[src/sv/ttb_pkg.sv]
// ----------------------------------------------------------------------------
// ttb_pkg
// Shared types and constants for the tick timer bank with beeper.
// ----------------------------------------------------------------------------
package ttb_pkg;

  localparam int unsigned NUM_TIMERS  = 16;
  localparam int unsigned TIMER_WIDTH = 8;
  localparam int unsigned LOAD_WIDTH  = 16;
  localparam int unsigned MASK_WIDTH  = 16;

  localparam int unsigned APB_DATA_WIDTH = 32;
  localparam int unsigned APB_ADDR_WIDTH = 4;

  typedef enum logic [2:0] {
    OP_TICK_10MS  = 3'd0,
    OP_TICK_500US = 3'd1,
    OP_TICK_1S    = 3'd2,
    OP_LOAD_TIMER = 3'd3,
    OP_LOAD_AZ    = 3'd4,
    OP_REQ_BEEPS  = 3'd5,
    OP_CLEAR_KEY  = 3'd6
  } op_e;

  typedef enum logic [1:0] {
    REG_DEBOUNCE = 2'd0,
    REG_BEEP_GAP = 2'd1,
    REG_BEEP_LEN = 2'd2,
    REG_AZ_BUZZ  = 2'd3
  } reg_e;

  localparam logic [1:0] MODE_NORMAL   = 2'd0;
  localparam logic [1:0] MODE_AIR_ZERO = 2'd1;

  localparam logic [7:0]  DEBOUNCE_RST = 8'd5;
  localparam logic [15:0] BEEP_GAP_RST = 16'd50;
  localparam logic [7:0]  BEEP_LEN_RST = 8'd100;
  localparam logic [7:0]  AZ_BUZZ_RST  = 8'd60;

  typedef struct packed {
    logic [7:0]  debounce_ticks;
    logic [15:0] beep_gap_ticks;
    logic [7:0]  beep_length_half_periods;
    logic [7:0]  air_zero_buzz_length;
  } cfg_t;

  typedef struct packed {
    logic [2:0]            opcode;
    logic                  key_down;
    logic [1:0]            mode;
    logic [3:0]            timer_index;
    logic [LOAD_WIDTH-1:0] load_value;
  } in_item_t;

  typedef struct packed {
    logic                  key_pressed;
    logic                  speaker_level;
    logic                  buzzer_active;
    logic [MASK_WIDTH-1:0] timer_expired_mask;
    logic [7:0]            beeps_remaining;
    logic [15:0]           air_zero_remaining;
    logic                  flasher;
  } out_item_t;

endpackage

[src/sv/ttb_if.sv]
// ----------------------------------------------------------------------------
// ttb_in_if / ttb_out_if
// Valid/ready item channels for the tick timer bank.
// ----------------------------------------------------------------------------
interface ttb_in_if;
  logic             valid;
  logic             ready;
  ttb_pkg::in_item_t item;

  modport source (output valid, output item, input ready);
  modport sink (input valid, input item, output ready);
endinterface

interface ttb_out_if;
  logic              valid;
  logic              ready;
  ttb_pkg::out_item_t item;

  modport source (output valid, output item, input ready);
  modport sink (input valid, input item, output ready);
endinterface

[src/sv/tick_timer_bank_with_beeper_top.sv]
// ----------------------------------------------------------------------------
// tick_timer_bank_with_beeper_top
// Event-driven timer bank: key debounce, software timers, beep sequencer,
// buzzer/speaker drive and one-second flasher with air-zero countdown.
// ----------------------------------------------------------------------------
// Each input item is one event (tick, load, beep request or key clear) and
// yields exactly one result item with the state after that event. State is
// updated when the item is accepted; the result is registered into the output
// register, or the skid entry while that is held. An item can be accepted
// every cycle; the two-entry output buffer keeps accepting while one result
// waits, so in_i.ready drops only when two results are pending. The user must
// write configuration registers over APB only while idle; nothing enforces it.
module tick_timer_bank_with_beeper_top (
  input  logic                               clk_i,
  input  logic                               rst_ni,
  ttb_in_if.sink                             in_i,
  ttb_out_if.source                          out_o,
  input  logic                               psel,
  input  logic                               penable,
  input  logic                               pwrite,
  input  logic [ttb_pkg::APB_ADDR_WIDTH-1:0] paddr,
  input  logic [ttb_pkg::APB_DATA_WIDTH-1:0] pwdata,
  output logic [ttb_pkg::APB_DATA_WIDTH-1:0] prdata,
  output logic                               pready
);

  localparam int unsigned TW = ttb_pkg::TIMER_WIDTH;
  localparam int unsigned NT = ttb_pkg::NUM_TIMERS;

  ttb_pkg::cfg_t cfg;

  ttb_regs u_regs (
    .clk_i   (clk_i),
    .rst_ni  (rst_ni),
    .psel    (psel),
    .penable (penable),
    .pwrite  (pwrite),
    .paddr   (paddr),
    .pwdata  (pwdata),
    .prdata  (prdata),
    .pready  (pready),
    .cfg_o   (cfg)
  );

  // state
  logic [7:0]    debounce_q, debounce_d;
  logic          key_latch_q, key_latch_d;
  logic [TW-1:0] timer_q [NT];
  logic [TW-1:0] timer_d [NT];
  logic [15:0]   gap_q, gap_d;
  logic [7:0]    beep_q, beep_d;
  logic [7:0]    buzz_q, buzz_d;
  logic          buzz_en_q, buzz_en_d;
  logic          spk_q, spk_d;
  logic          flash_q, flash_d;
  logic [15:0]   az_q, az_d;

  // output buffer
  ttb_pkg::out_item_t out_q, skid_q, res;
  logic               out_valid_q, skid_valid_q;
  logic               accept, take;

  logic [ttb_pkg::LOAD_WIDTH-1:0] load_hi;
  logic [TW-1:0]                  timer_load;
  logic [7:0]                     beep_load;

  assign in_i.ready  = ~skid_valid_q;
  assign accept      = in_i.valid & in_i.ready;
  assign take        = out_o.valid & out_o.ready;
  assign out_o.valid = out_valid_q;
  assign out_o.item  = out_q;

  assign load_hi    = in_i.item.load_value >> TW;
  assign timer_load = (|load_hi) ? {TW{1'b1}} : in_i.item.load_value[TW-1:0];
  assign beep_load  = (|in_i.item.load_value[15:8]) ? 8'hFF : in_i.item.load_value[7:0];

  always_comb begin
    debounce_d  = debounce_q;
    key_latch_d = key_latch_q;
    timer_d     = timer_q;
    gap_d       = gap_q;
    beep_d      = beep_q;
    buzz_d      = buzz_q;
    buzz_en_d   = buzz_en_q;
    spk_d       = spk_q;
    flash_d     = flash_q;
    az_d        = az_q;

    case (in_i.item.opcode)
      ttb_pkg::OP_TICK_10MS: begin
        if (in_i.item.key_down && !key_latch_q && in_i.item.mode == ttb_pkg::MODE_NORMAL) begin
          if (debounce_q != 8'd0) debounce_d = debounce_q - 8'd1;
          else                    key_latch_d = 1'b1;
        end else begin
          debounce_d = cfg.debounce_ticks;
        end
        for (int i = 0; i < NT; i++) begin
          if (timer_q[i] != '0) timer_d[i] = timer_q[i] - TW'(1);
        end
        if (gap_q != 16'd0) begin
          gap_d = gap_q - 16'd1;
        end else if (beep_q != 8'd0) begin
          gap_d     = cfg.beep_gap_ticks;
          buzz_d    = cfg.beep_length_half_periods;
          beep_d    = beep_q - 8'd1;
          buzz_en_d = 1'b1;
        end
      end
      ttb_pkg::OP_TICK_500US: begin
        if (buzz_en_q) begin
          if (buzz_q != 8'd0) begin
            buzz_d = buzz_q - 8'd1;
            spk_d  = ~spk_q;
          end else begin
            spk_d     = 1'b0;
            buzz_en_d = 1'b0;
          end
        end
      end
      ttb_pkg::OP_TICK_1S: begin
        flash_d = ~flash_q;
        if (az_q != 16'd0) begin
          az_d = az_q - 16'd1;
          if (in_i.item.mode == ttb_pkg::MODE_AIR_ZERO) begin
            buzz_d    = cfg.air_zero_buzz_length;
            buzz_en_d = 1'b1;
          end
        end
      end
      ttb_pkg::OP_LOAD_TIMER: begin
        for (int i = 0; i < NT; i++) begin
          if (in_i.item.timer_index == 4'(i)) timer_d[i] = timer_load;
        end
      end
      ttb_pkg::OP_LOAD_AZ:   az_d        = in_i.item.load_value;
      ttb_pkg::OP_REQ_BEEPS: beep_d      = beep_load;
      ttb_pkg::OP_CLEAR_KEY: key_latch_d = 1'b0;
      default: ;
    endcase
  end

  always_comb begin
    res                    = '0;
    res.key_pressed        = key_latch_d;
    res.speaker_level      = spk_d;
    res.buzzer_active      = buzz_en_d;
    res.beeps_remaining    = beep_d;
    res.air_zero_remaining = az_d;
    res.flasher            = flash_d;
    for (int i = 0; i < NT; i++) begin
      res.timer_expired_mask[i] = (timer_d[i] == '0);
    end
  end

  always_ff @(posedge clk_i or negedge rst_ni) begin
    if (!rst_ni) begin
      debounce_q  <= '0;
      key_latch_q <= 1'b0;
      for (int i = 0; i < NT; i++) timer_q[i] <= '0;
      gap_q       <= '0;
      beep_q      <= '0;
      buzz_q      <= '0;
      buzz_en_q   <= 1'b0;
      spk_q       <= 1'b0;
      flash_q     <= 1'b0;
      az_q        <= '0;
    end else if (accept) begin
      debounce_q  <= debounce_d;
      key_latch_q <= key_latch_d;
      timer_q     <= timer_d;
      gap_q       <= gap_d;
      beep_q      <= beep_d;
      buzz_q      <= buzz_d;
      buzz_en_q   <= buzz_en_d;
      spk_q       <= spk_d;
      flash_q     <= flash_d;
      az_q        <= az_d;
    end
  end

  always_ff @(posedge clk_i or negedge rst_ni) begin
    if (!rst_ni) begin
      out_valid_q  <= 1'b0;
      skid_valid_q <= 1'b0;
    end else if (take) begin
      if (skid_valid_q) begin
        skid_valid_q <= 1'b0;
      end else begin
        out_valid_q <= accept;
      end
    end else if (accept) begin
      if (out_valid_q) skid_valid_q <= 1'b1;
      else             out_valid_q  <= 1'b1;
    end
  end

  always_ff @(posedge clk_i) begin
    if (take) begin
      if (skid_valid_q) out_q <= skid_q;
      else if (accept)  out_q <= res;
    end else if (accept) begin
      if (out_valid_q) skid_q <= res;
      else             out_q  <= res;
    end
  end

endmodule

[src/sv/ttb_regs.sv]
// ----------------------------------------------------------------------------
// ttb_regs
// APB configuration registers: debounce, beep gap, beep length, air-zero buzz.
// ----------------------------------------------------------------------------
module ttb_regs (
  input  logic                               clk_i,
  input  logic                               rst_ni,
  input  logic                               psel,
  input  logic                               penable,
  input  logic                               pwrite,
  input  logic [ttb_pkg::APB_ADDR_WIDTH-1:0] paddr,
  input  logic [ttb_pkg::APB_DATA_WIDTH-1:0] pwdata,
  output logic [ttb_pkg::APB_DATA_WIDTH-1:0] prdata,
  output logic                               pready,
  output ttb_pkg::cfg_t                      cfg_o
);

  ttb_pkg::cfg_t cfg_q;
  ttb_pkg::reg_e sel;
  logic          wr_en;

  assign pready = 1'b1;
  assign sel    = ttb_pkg::reg_e'(paddr[3:2]);
  assign wr_en  = psel & penable & pwrite & pready;
  assign cfg_o  = cfg_q;

  always_ff @(posedge clk_i or negedge rst_ni) begin
    if (!rst_ni) begin
      cfg_q.debounce_ticks           <= ttb_pkg::DEBOUNCE_RST;
      cfg_q.beep_gap_ticks           <= ttb_pkg::BEEP_GAP_RST;
      cfg_q.beep_length_half_periods <= ttb_pkg::BEEP_LEN_RST;
      cfg_q.air_zero_buzz_length     <= ttb_pkg::AZ_BUZZ_RST;
    end else if (wr_en) begin
      case (sel)
        ttb_pkg::REG_DEBOUNCE: cfg_q.debounce_ticks <= pwdata[7:0];
        ttb_pkg::REG_BEEP_GAP: cfg_q.beep_gap_ticks <= pwdata[15:0];
        ttb_pkg::REG_BEEP_LEN: cfg_q.beep_length_half_periods <= pwdata[7:0];
        ttb_pkg::REG_AZ_BUZZ:  cfg_q.air_zero_buzz_length <= pwdata[7:0];
        default: ;
      endcase
    end
  end

  always_comb begin
    case (sel)
      ttb_pkg::REG_DEBOUNCE: prdata = {24'd0, cfg_q.debounce_ticks};
      ttb_pkg::REG_BEEP_GAP: prdata = {16'd0, cfg_q.beep_gap_ticks};
      ttb_pkg::REG_BEEP_LEN: prdata = {24'd0, cfg_q.beep_length_half_periods};
      ttb_pkg::REG_AZ_BUZZ:  prdata = {24'd0, cfg_q.air_zero_buzz_length};
      default:               prdata = '0;
    endcase
  end

endmodule
[src/flat_wrapper.sv]
// flat-port wrapper written by rule: the top's interface ports become plain ports
module tick_timer_bank_with_beeper_top_flat 
  (clk_i, rst_ni, psel, penable, pwrite, paddr, pwdata, prdata, pready, in_i_valid, in_i_item, in_i_ready, out_o_valid, out_o_item, out_o_ready);
  ttb_in_if in_i_i ();
  ttb_out_if out_o_i ();
  input  logic clk_i;
  input  logic rst_ni;
  input  logic psel;
  input  logic penable;
  input  logic pwrite;
  input  logic [ttb_pkg::APB_ADDR_WIDTH-1:0] paddr;
  input  logic [ttb_pkg::APB_DATA_WIDTH-1:0] pwdata;
  output logic [ttb_pkg::APB_DATA_WIDTH-1:0] prdata;
  output logic pready;
  input wire logic [$bits(in_i_i.valid)-1:0] in_i_valid;
  input wire logic [$bits(in_i_i.item)-1:0] in_i_item;
  output wire logic [$bits(in_i_i.ready)-1:0] in_i_ready;
  output wire logic [$bits(out_o_i.valid)-1:0] out_o_valid;
  output wire logic [$bits(out_o_i.item)-1:0] out_o_item;
  input wire logic [$bits(out_o_i.ready)-1:0] out_o_ready;
  assign in_i_i.valid = in_i_valid;
  assign in_i_i.item = in_i_item;
  assign in_i_ready = in_i_i.ready;
  assign out_o_valid = out_o_i.valid;
  assign out_o_item = out_o_i.item;
  assign out_o_i.ready = out_o_ready;
  tick_timer_bank_with_beeper_top u_core (.clk_i(clk_i), .rst_ni(rst_ni), .in_i(in_i_i), .out_o(out_o_i), .psel(psel), .penable(penable), .pwrite(pwrite), .paddr(paddr), .pwdata(pwdata), .prdata(prdata), .pready(pready));
endmodule
[config.mk]
export PLATFORM = sky130hd
export DESIGN_NAME = tick_timer_bank_with_beeper_top_flat
export DESIGN_NICKNAME = d
export VERILOG_FILES = /design/src/sv/ttb_pkg.sv /design/src/sv/ttb_if.sv /design/src/sv/tick_timer_bank_with_beeper_top.sv /design/src/sv/ttb_regs.sv /design/src/flat_wrapper.sv
export SDC_FILE = /design/constraint.sdc
export NUM_CORES = 1
export LEC_CHECK = 0
export ABC_AREA = 1
export BUFFER_PORTS_ARGS = -buffer_cell sky130_fd_sc_hd__buf_2
export CORE_AREA = 2 2 225 227
export CTS_CLUSTER_DIAMETER = 50
export DETAILED_ROUTE_END_ITERATION = 6
export DIE_AREA = 0 0 227 229
export PLACE_DENSITY = 0.57
export SLEW_MARGIN = 20
export SYNTH_ARGS = -nofsm -noshare
export SYNTH_HDL_FRONTEND = slang
export SYNTH_HIERARCHICAL = 1
export SYNTH_SLANG_ARGS = --single-unit
[constraint.sdc]
create_clock -name clk_i -period 11 [get_ports clk_i]
set_input_delay 1.65 -clock clk_i [delete_from_list [all_inputs] [get_ports clk_i]]
set_output_delay 1.65 -clock clk_i [all_outputs]
set_load 0.05 [all_outputs]
-- Yosys cells after proc, flatten, opt, wreduce, memory -nomap -nowiden
Cells that the tools add are included.
- add/sub/neg operators: 21
- multipliers: 0
- divide/modulo/power cells: 0
- order comparisons: 0
- equal/unequal tests: 34
- shift-type cells: 0
- muxes and demuxes: 76
- bitwise gates (word level): 8
- reduce and logical (&&, ||, !) cells: 61
- operator list (cell ; count):
    8-bit two-way mux ; 43
    128-bit case mux with 2 select lines ; 1
    44-bit two-way mux ; 5
    8-bit nonzero test ; 19
    8-bit by 1-bit subtractor with 8-bit output (second input constant) ; 19
    8-bit zero test ; 16
    32-bit case mux with 4 select lines ; 1
    16-bit two-way mux ; 3
    4-bit equality test (second input constant) ; 8
    16-bit case mux with 2 select lines ; 1
    16-bit nonzero test ; 2
    16-bit by 1-bit subtractor with 16-bit output (second input constant) ; 2
    8-bit case mux with 3 select lines ; 1
    1-bit two-way mux ; 18
    4-bit by 3-bit equality test with 1-bit output (second input constant) ; 4
    8-bit case mux with 2 select lines ; 1
    2-bit AND reduction ; 6
    3-bit AND reduction ; 4
    2-bit by 1-bit inequality test with 1-bit output (second input constant) ; 5
    3-bit equality test (second input constant) ; 3
    4-bit by 2-bit equality test with 1-bit output (second input constant) ; 2
    2-bit inequality test (second input constant) ; 4
    8-bit AND reduction ; 1
    2-bit nonzero test ; 4
    other kinds (16) ; 27
- bits in registers: 318
- bits in latches: 0
- memory bits (writable): 0
- memory bits (read-only): 0
- input bits: 69
- output and inout port bits: 79
- logic and storage cells: 245
- memories: 0

-- Longest topological paths before layout
Gate-level depths: netlist of the first run.
- word-level depth: 8
- mapped depth: 14
- depth with buffers taken out: 14

-- By module
Netlist of the first run, hierarchy kept.
- by module, submodules not included (module ; instances ; cells an instance ; area each (µm²) ; seq. area each (µm²)):
    tick_timer_bank_with_beeper_top ; 1 ; 2794 ; 18617.9 ; 7397.1
    ttb_regs ; 1 ; 263 ; 2077.0 ; 1016.0

-- Worst setup path before layout of the first run
OpenSTA, ideal clock, no wires.
- path kind: input to register
- start: input in_i_valid
- end: register u_core.out_q, in the netlist u_core/out_o.item[0] (enable)
- library setup time: 0.460 ns
- data arrival time: 4.507 ns
- data required time: 10.540 ns
- slack: 6.033 ns
- stages: 5
- path buffers: 3
- cells stage by stage: nand2_1 -> clkbuf_1 -> clkbuf_1 -> clkbuf_1 -> a21oi_1
- cells in the longest elaborated chain, start to end: 3
- elaborated cells between the ends (all ways): 4
- those cells by class: 1 x bitwise; 3 x reduce/logical
- ends and longest elaborated chain (element ; line ; RTL):
    start: declaration ; flat_wrapper.sv:15 ; input wire logic [$bits(in_i_i.valid)-1:0] in_i_valid;
    1-bit AND * ; tick_timer_bank_with_beeper_top.sv:68 ; assign accept = in_i.valid & in_i.ready;
    2-bit nonzero test (no source line) ; -- ;
    3-bit AND reduction (no source line) * ; -- ;
    end signal: assignment ; tick_timer_bank_with_beeper_top.sv:199 ; if (skid_valid_q) out_q <= skid_q;
    end signal: assignment ; tick_timer_bank_with_beeper_top.sv:200 ; else if (accept) out_q <= res;
    end signal: assignment ; tick_timer_bank_with_beeper_top.sv:203 ; else out_q <= res;
    end: declaration ; tick_timer_bank_with_beeper_top.sv:59 ; ttb_pkg::out_item_t out_q, skid_q, res;
Every way passes the cells marked *; elsewhere a longest branch is shown, timed or not.
A chain may end at the register's enable or synchronous reset.

-- Final worst setup path of the first run
- start: input paddr[3] (netlist bit)
- end: output prdata[2] (netlist bit)
- cells in the longest elaborated chain, start to end: 2
- elaborated cells between the ends (all ways): 5
- those cells by class: 3 x eq/ne; 1 x mux; 1 x reduce/logical
- ends and longest elaborated chain (element ; line ; RTL):
    start: declaration ; flat_wrapper.sv:11 ; input logic [ttb_pkg::APB_ADDR_WIDTH-1:0] paddr;
    2-bit equality test (tied with other cells) ; ttb_regs.sv:45 ; case (sel)
    32-bit case mux with 4 select lines * ; ttb_regs.sv:45 ;
    end: declaration ; flat_wrapper.sv:13 ; output logic [ttb_pkg::APB_DATA_WIDTH-1:0] prdata;
Every way passes the cells marked *; elsewhere a longest branch is shown, timed or not. The select of a mux whose other input is x is not followed.

==> parameters.txt, run 1 <==
Parameter                              Value

Run status
  Outcome    complete, no violations

Final layout
  Most frequent standard cell in the layout excluding fill and tap cells    nand2_1
  Share of the core filled with cells    47.24%
  Proportion of layout cells with a drive suffix above 1    8.456%
  Post-Layout Inst Area    0.02346 sq mm
  Layout net count    3263
  Area growth from synthesis to final layout    13.34%
  Count of inserted antenna diode cells    0
  Most frequent cells in the layout    1019 x nand2_1, 430 x nor2_1, 309 x inv_1, 308 x o21ai_0, 243 x nand3_1

Clock network
  Buffers from clock root to sink, at most    3
  Clk Latency, worst-skew pair    0.58 ns
  Number of setup buffers added after CTS    0
  Post-cts gate resize count    0
  Cts hold-fix bufs    0
  CTS root buffer    clkbuf_16
  CTS tree    built
  Clock buffers created by TritonCTS    47
  CTS Sinks    318
  CTS H-tree depth    2
  Clock-pin transition on the worst setup and hold timing paths    0.06 ns

Min path
  Startpoint of the most critical hold path    u_core/u_regs/cfg_o[21]
  Hold Path Cell Cnt    2
  Type of the most critical hold path    reg -> reg

STA
  Minimum period implied by the final worst setup slack    4.373 ns
  Final count of hold timing violations    0
  Setup repair after global routing missed its margin    false
  Tightest slew margin relative to the limit    28.10%
  Sum of negative setup slack    0 ns
  Final worst path period share    39.75%
  Max-slew violations    0
  Post-Route Skew    0.01467 ns
  Transition at the pin with the smallest max-transition slack    1.076 ns
  Max Fclk    228.7 MHz
  Final setup vio count    0

Worst setup path
  Number of cell instances on the worst register-to-register path    5
  Crit end category    output port
  WP data required    9.35 ns
  Worst setup path start    paddr[3]
  CP startpoint kind    primary input
  Origin of the critical flop-to-flop path    u_core/skid_valid_q
  Largest driver fanout on the critical path    20
  Worst Setup Path Type    in -> out
  Data arrival time of the worst path    2.72 ns

Detailed routing
  Total via count in the routed design    19685
  Wirelength, routed    59090 um
  Avg Vias per Cell    5.093
  DRC Markers    0
  DR WL/cell    15.29 um
  Antenna-violating nets left    0
  Number of DRC markers after the initial detailed-route iteration    1383
  Length of the first detailed-routing pass in iterations    7

Global routing
  GR peak layer    met2
  First-pass GRT wire length    96080 um
  Via count of the first global-routing pass    18626
  Global-route track usage on met2    37.64%
  GRT Util Overall    22.98%
  Global routing usage on met3    3.002%
  Total gr overflow    0
  Met1 track utilization from global routing    31.16%
  Maximum number of pins on one net before global-route repair    128
  Number of antenna violations at the first check in global routing    0

Pwr
  Leak Pwr    0.01151 uW
  Max rail drop VDD    166.0 uV
  Pwr/cell area    285.3 mW/mm^2

Yosys
  Yosys warnings    6
  Share of synthesized area occupied by flip-flops and latches    40.65%
  #FFs+latches synth    318
  Cell taking the most area after synthesis    dfrtp_1
  Synth async-reset ratio    72.33%
  Top-area cell type share of the netlist area    26.36%
  Count of flip-flops with a built-in enable after synthesis    88
  Post-synthesis cell count    3057
  Synth top area cells    dfrtp_1 26%, nand2_1 19%, edfxtp_1 13%, nor2_1 7.8%, o21ai_0 7.4%
  Leading register cell type out of synthesis    dfrtp_1
  Distinct cell type count of the synthesized netlist    47
  Cell area after synthesis    0.02069 sq mm
  Mean area per synthesized cell    6.770 sq um

Placement
  Placed wire-length estimate after detailed placement    39170 um
  RePlAce Congestion    0.9240
  Buffers on Ports    112
  Cell area reported after detailed placement    0.02184 sq mm

Die
  I/O pin total    148
  Starting Density    41.68%
  Die span in x    227 um
  Row Count    82
  Total Die Area    0.05198 sq mm
  Height of the chip    229 um
  Area inside the core boundary    0.04966 sq mm

Flow run
  MaxCap Viol Count    0
state kept, by name (all words and copies together), names as in the netlist, 8 cells and up:
| name | flops |
|---|---|
| u_core/out_o.item | 44 |
| u_core/az_q | 16 |
| u_core/buzz_q | 8 |
| u_core/gap_q | 16 |
| u_core/u_regs/cfg_o | 40 |
| u_core/beep_q | 8 |
| u_core/timer_q | 128 |
| u_core/skid_q | 44 |
| u_core/debounce_q | 8 |
worst max-delay path, cell delays in order:
cell and delay [ns]:
buf_2 0.35, inv_2 0.20, nand3_1 0.16, nand4_1 0.12, buf_2 0.23
through the flow:
stage	hold slack (ns)	std cells	setup slack, ns	total power [uW]
6_report	0.4759	3865	6.627	6692
5_1_grt	0.4851	3865	6.578	7315
4_1_cts	0.4784	3865	6.644	6728
3_5_place_dp	0.4687	3778	6.584	5132
3_3_place_gp	0.4627	3778	6.572	5078
2_1_floorplan	0.4429	3072	6.033	4428
synthesized netlist by cell type (24+ instances only):
library cell	count
a21oi_1	80
clkbuf_1	49
dfrtp_1	218
edfxtp_1	88
ha_1	39
inv_1	309
nand2_1	1020
nand3_1	243
nand4_1	32
nor2_1	432
nor3_1	24
o21ai_0	308
xor2_1	45
per-layer routing:
| layer | vias to the layer above | wire length (um) |
|---|---|---|
| li1 | 9999 | - |
| met1 | 9095 | 27080 |
| met2 | 477 | 27360 |
| met3 | 114 | 2932 |
| met4 | 0 | 1721 |
| met5 | - | 0 |
area by class of cell:
type                            instances  area, sq um
Fill cell                            5015        26200
Multi-Input combinational cell       2336        10660
Sequential cell                       318         8413
Clock buffer                           63         1330
Inverter                              324         1219
Tap cell                              672        840.8
Timing Repair Buffer                  128        703.2
Clock inverter                         24        287.8
worst paths after layout:
| path | to | slack (ns) |
|---|---|---|
| worst min-delay path | u_core/u_regs/cfg_o[21] | 0.48 |
| worst max-delay path | prdata[2] | 6.63 |
| min in group asynchronous | u_core/timer_q[103] | 1.10 |
| worst max register to register | u_core/timer_q[88] | 8.17 |
| worst min register to register | u_core/u_regs/cfg_o[21] | 0.48 |
| max in group asynchronous | u_core/u_regs/cfg_o[16] | 8.67 |
where the power goes:
group	internal [uW]	leakage [uW]	total (uW)	switching, uW
Combinational	965	0.00692	3060	2090
Sequential	1730	0.00380	2080	358
Clock	973	0.000785	1550	580
cell families after synthesis:
logic type | synth area share, %
flip-flops | 40.65
AO/OA/AOI/OAI | 11.20
AND/OR/NAND/NOR | 35.21
buffers and inverters | 8.259
other | 0.03629
adder cells (fa/ha/maj) | 2.358
XOR/XNOR | 2.285
No activity file was read; power rests on OpenSTA's default activity.
==> run 2, diff against run 1 <==
--- a/config.mk
+++ b/config.mk
@@ -11,7 +11,7 @@
 export CTS_CLUSTER_DIAMETER = 50
 export DETAILED_ROUTE_END_ITERATION = 6
 export DIE_AREA = 0 0 227 229
-export PLACE_DENSITY = 0.57
+export PLACE_DENSITY = 0.59
 export SLEW_MARGIN = 20
 export SYNTH_ARGS = -nofsm -noshare
 export SYNTH_HDL_FRONTEND = slang
==> constraint.sdc (replaced) <==
create_clock -name clk_i -period 3.8 [get_ports clk_i]
set_input_delay 0.57 -clock clk_i [delete_from_list [all_inputs] [get_ports clk_i]]
set_output_delay 0.57 -clock clk_i [all_outputs]
set_load 0.05 [all_outputs]
==> run 2 against run 1 <==
The flow now finishes with violations (DRC). Register-to-register slack lost 6.9 ns. Global-route usage grew 0.37 points. Die area is the same. Total power grew to 2.9 times the previous value. Sequential share of layout area shrank 0.31 points. Worst setup slack lost 5.5 ns. Critical path depth grew 7. Cell count grew 0.65%. Final area grew 0.86%. Largest cell class unchanged. Largest power group unchanged.
==> parameters.txt, run 2 (synthesis results as in run 1) <==
Parameter                              Value

Detailed routing
  DRC Markers    11 (was 0)
  DR WL/cell    15.74 um (was 15.29 um)
  Total via count in the routed design    20167 (was 19685)
  Antenna-violating nets left    0 (unchanged)
  Number of DRC markers after the initial detailed-route iteration    1561 (was 1383)
  Avg Vias per Cell    5.184 (was 5.093)
  Length of the first detailed-routing pass in iterations    7 (unchanged)
  Wirelength, routed    61230 um (was 59090 um)

Pwr
  Total power consumption of the routed design    19470 uW (was 6692 uW)
  Max rail drop VDD    380.6 uV (was 166.0 uV)
  Pwr/cell area    822.8 mW/mm^2 (was 285.3 mW/mm^2)
  Leak Pwr    0.01163 uW (was 0.01151 uW)

Clock network
  Clock buffers created by TritonCTS    49 (was 47)
  Clk Latency, worst-skew pair    0.59 ns (was 0.58 ns)
  CTS Sinks    318 (unchanged)
  CTS tree    built (unchanged)
  Number of setup buffers added after CTS    0 (unchanged)
  CTS H-tree depth    2 (unchanged)
  Buffers from clock root to sink, at most    3 (unchanged)
  Cts hold-fix bufs    0 (unchanged)
  Clock-pin transition on the worst setup and hold timing paths    0.05 ns (was 0.06 ns)
  CTS root buffer    clkbuf_16 (unchanged)
  Post-cts gate resize count    0 (unchanged)

Final layout
  Largest register FFs    128 (unchanged)
  Most frequent standard cell in the layout excluding fill and tap cells    nand2_1 (unchanged)
  Total of fill cells in the finished design    5106 (was 5015)
  Area growth from synthesis to final layout    14.32% (was 13.34%)
  Most frequent cells in the layout    1019 x nand2_1, 430 x nor2_1, 309 x inv_1, 308 x o21ai_0, 243 x nand3_1 (unchanged)
  Proportion of layout cells with a drive suffix above 1    9.201% (was 8.456%)
  Biggest register    u_core/timer_q (unchanged)
  Layout net count    3284 (was 3263)
  Number of standard cells in the layout, taps in and fillers out    3890 (was 3865)

Worst setup path
  Largest stage delay, worst path    0.57 ns (was 0.35 ns)
  Data arrival time of the worst path    3.07 ns (was 2.72 ns)
  Cell-by-cell listing of the critical path    buf_2 > inv_2 > nand3_1 > nand2_1 > o21ai_1 > nand2_1 > nand3_1 > nor2_1 > nand3_1 > nor2_1 > nor2_1 > nor2_1 (was buf_2 > inv_2 > nand3_1 > nand4_1 > buf_2)
  CP top delay family    simple AND/OR/NAND/NOR gates (was buffers and inverters)
  Crit-path slowest cell    nand2_1 (was buf_2)
  Largest driver fanout on the critical path    13 (was 20)
  Worst path buffer plus inverter count    2 (was 3)
  WP data required    4.24 ns (was 9.35 ns)
  CP startpoint kind    primary input (unchanged)
  Worst Setup Path Type    in -> reg (was in -> out)
  Cell mode on critical path    nor2_1 (was buf_2)
  Crit end category    flip-flop (was output port)

STA
  Max Fclk    380.6 MHz
  Minimum period implied by the final worst setup slack    2.627 ns
  Transition at the pin with the smallest max-transition slack    0.8561 ns (was 1.076 ns)
  Final setup vio count    0 (unchanged)
  Max-slew violations    0 (unchanged)
  Final count of hold timing violations    0 (unchanged)
  Post-Route Skew    0.01971 ns (was 0.01467 ns)
  Tightest slew margin relative to the limit    42.93% (was 28.10%)
  Sum of negative setup slack    0 ns (unchanged)
  Final worst path period share    69.14%
  Setup repair after global routing missed its margin    false (unchanged)

Die
  Total Die Area    0.05198 sq mm (unchanged)
  Area inside the core boundary    0.04966 sq mm (unchanged)
  Starting Density    41.68% (unchanged)
  Die span in x    227 um (unchanged)
  Height of the chip    229 um (unchanged)
  I/O pin total    148 (unchanged)
  Row Count    82 (unchanged)

Global routing
  Total gr overflow    0 (unchanged)
  Maximum number of pins on one net before global-route repair    96 (was 128)
  Via count of the first global-routing pass    18828 (was 18626)
  Number of antenna violations at the first check in global routing    1 (was 0)
  GRT Util Overall    23.35% (was 22.98%)
  First-pass GRT wire length    97550 um (was 96080 um)

Placement
  Buffers on Ports    112 (unchanged)
  RePlAce Congestion    0.9061 (was 0.9240)
  Placed wire-length estimate after detailed placement    41900 um (was 39170 um)
  Number of placed instances with taps included    3797 (was 3778)

Min path
  Type of the most critical hold path    in -> async (was reg -> reg)

Run status
  Outcome    finished with violations (was complete, no violations)
  Failing checks    DRC

Flow run
  MaxCap Viol Count    0 (unchanged)
-- run 2: through the flow --
step / worst slack (ns) / hold slack (ns) / area, sq um / util [%]
6_report: 1.173 / 0.01239 / 23660 / 47.64
3_5_place_dp: 0.5721 / 0.4674 / 22040 / 44.38
5_1_grt: 0.9115 / 0.09147 / 23660 / 47.64
2_1_floorplan: 0.5141 / 0.2744 / 20760 / -
3_3_place_gp: 0.6189 / 0.4631 / 22040 / 44.38
4_1_cts: 1.176 / 0.04742 / 23660 / 47.64
-- run 2: final cells by class --
type | instances | area (sq um) | share of cell area, %
Sequential cell | 318 | 8413 | 35.56
Tap cell | 672 | 840.8 | 3.554
Clock inverter | 30 | 260.3 | 1.100
Inverter | 324 | 1219 | 5.151
Timing Repair Buffer | 147 | 908.4 | 3.839
Clock buffer | 62 | 1358 | 5.738
Multi-Input combinational cell | 2336 | 10660 | 45.05
Antenna cell | 1 | 2.502 | 0.01058
-- run 2: per-layer routing --
layer / vias up / part of all wire (%) / global-route usage, %
met5: - / 0 / 0
met4: 0 / 3.0 / 8.415
met3: 125 / 5.4 / 3.028
met2: 557 / 48 / 38.76
met1: 9442 / 44 / 31.15
li1: 10043 / - / -
-- run 2: worst paths after layout --
path | slack [ns] | to | cells after the start | start
worst max register to register | 1.24 | u_core/buzz_q[4] | 13 | u_core/gap_q[0]
max in group asynchronous | 2.87 | u_core/az_q[7] | 2 | rst_ni
min in group clk_i | 0.18 | u_core/u_regs/cfg_o[24] | 3 | pwdata[8]
worst min register to register | 0.48 | u_core/u_regs/cfg_o[17] | 2 | u_core/u_regs/cfg_o[17]
worst min-delay path | 0.01 | u_core/timer_q[94] | 1 | rst_ni
worst max-delay path | 1.17 | u_core/out_o.item[38] | 12 | in_i_item[25]
-- run 2: report_power, final --
part | internal [uW] | total [uW] | switching [uW]
Sequential | 4990 | 6050 | 1050
Clock | 2690 | 4470 | 1770
Combinational | 2840 | 8950 | 6110
-- run 2: worst reg2reg max path, delay by kind of cell (launching register included) --
| family | cells | cell delay [ns] |
|---|---|---|
| buf+inv | 2 | 0.39 |
| flops | 1 | 0.37 |
| simple gates | 8 | 0.97 |
| fa+ha+maj | 1 | 0.22 |
| compound gates | 2 | 0.51 |
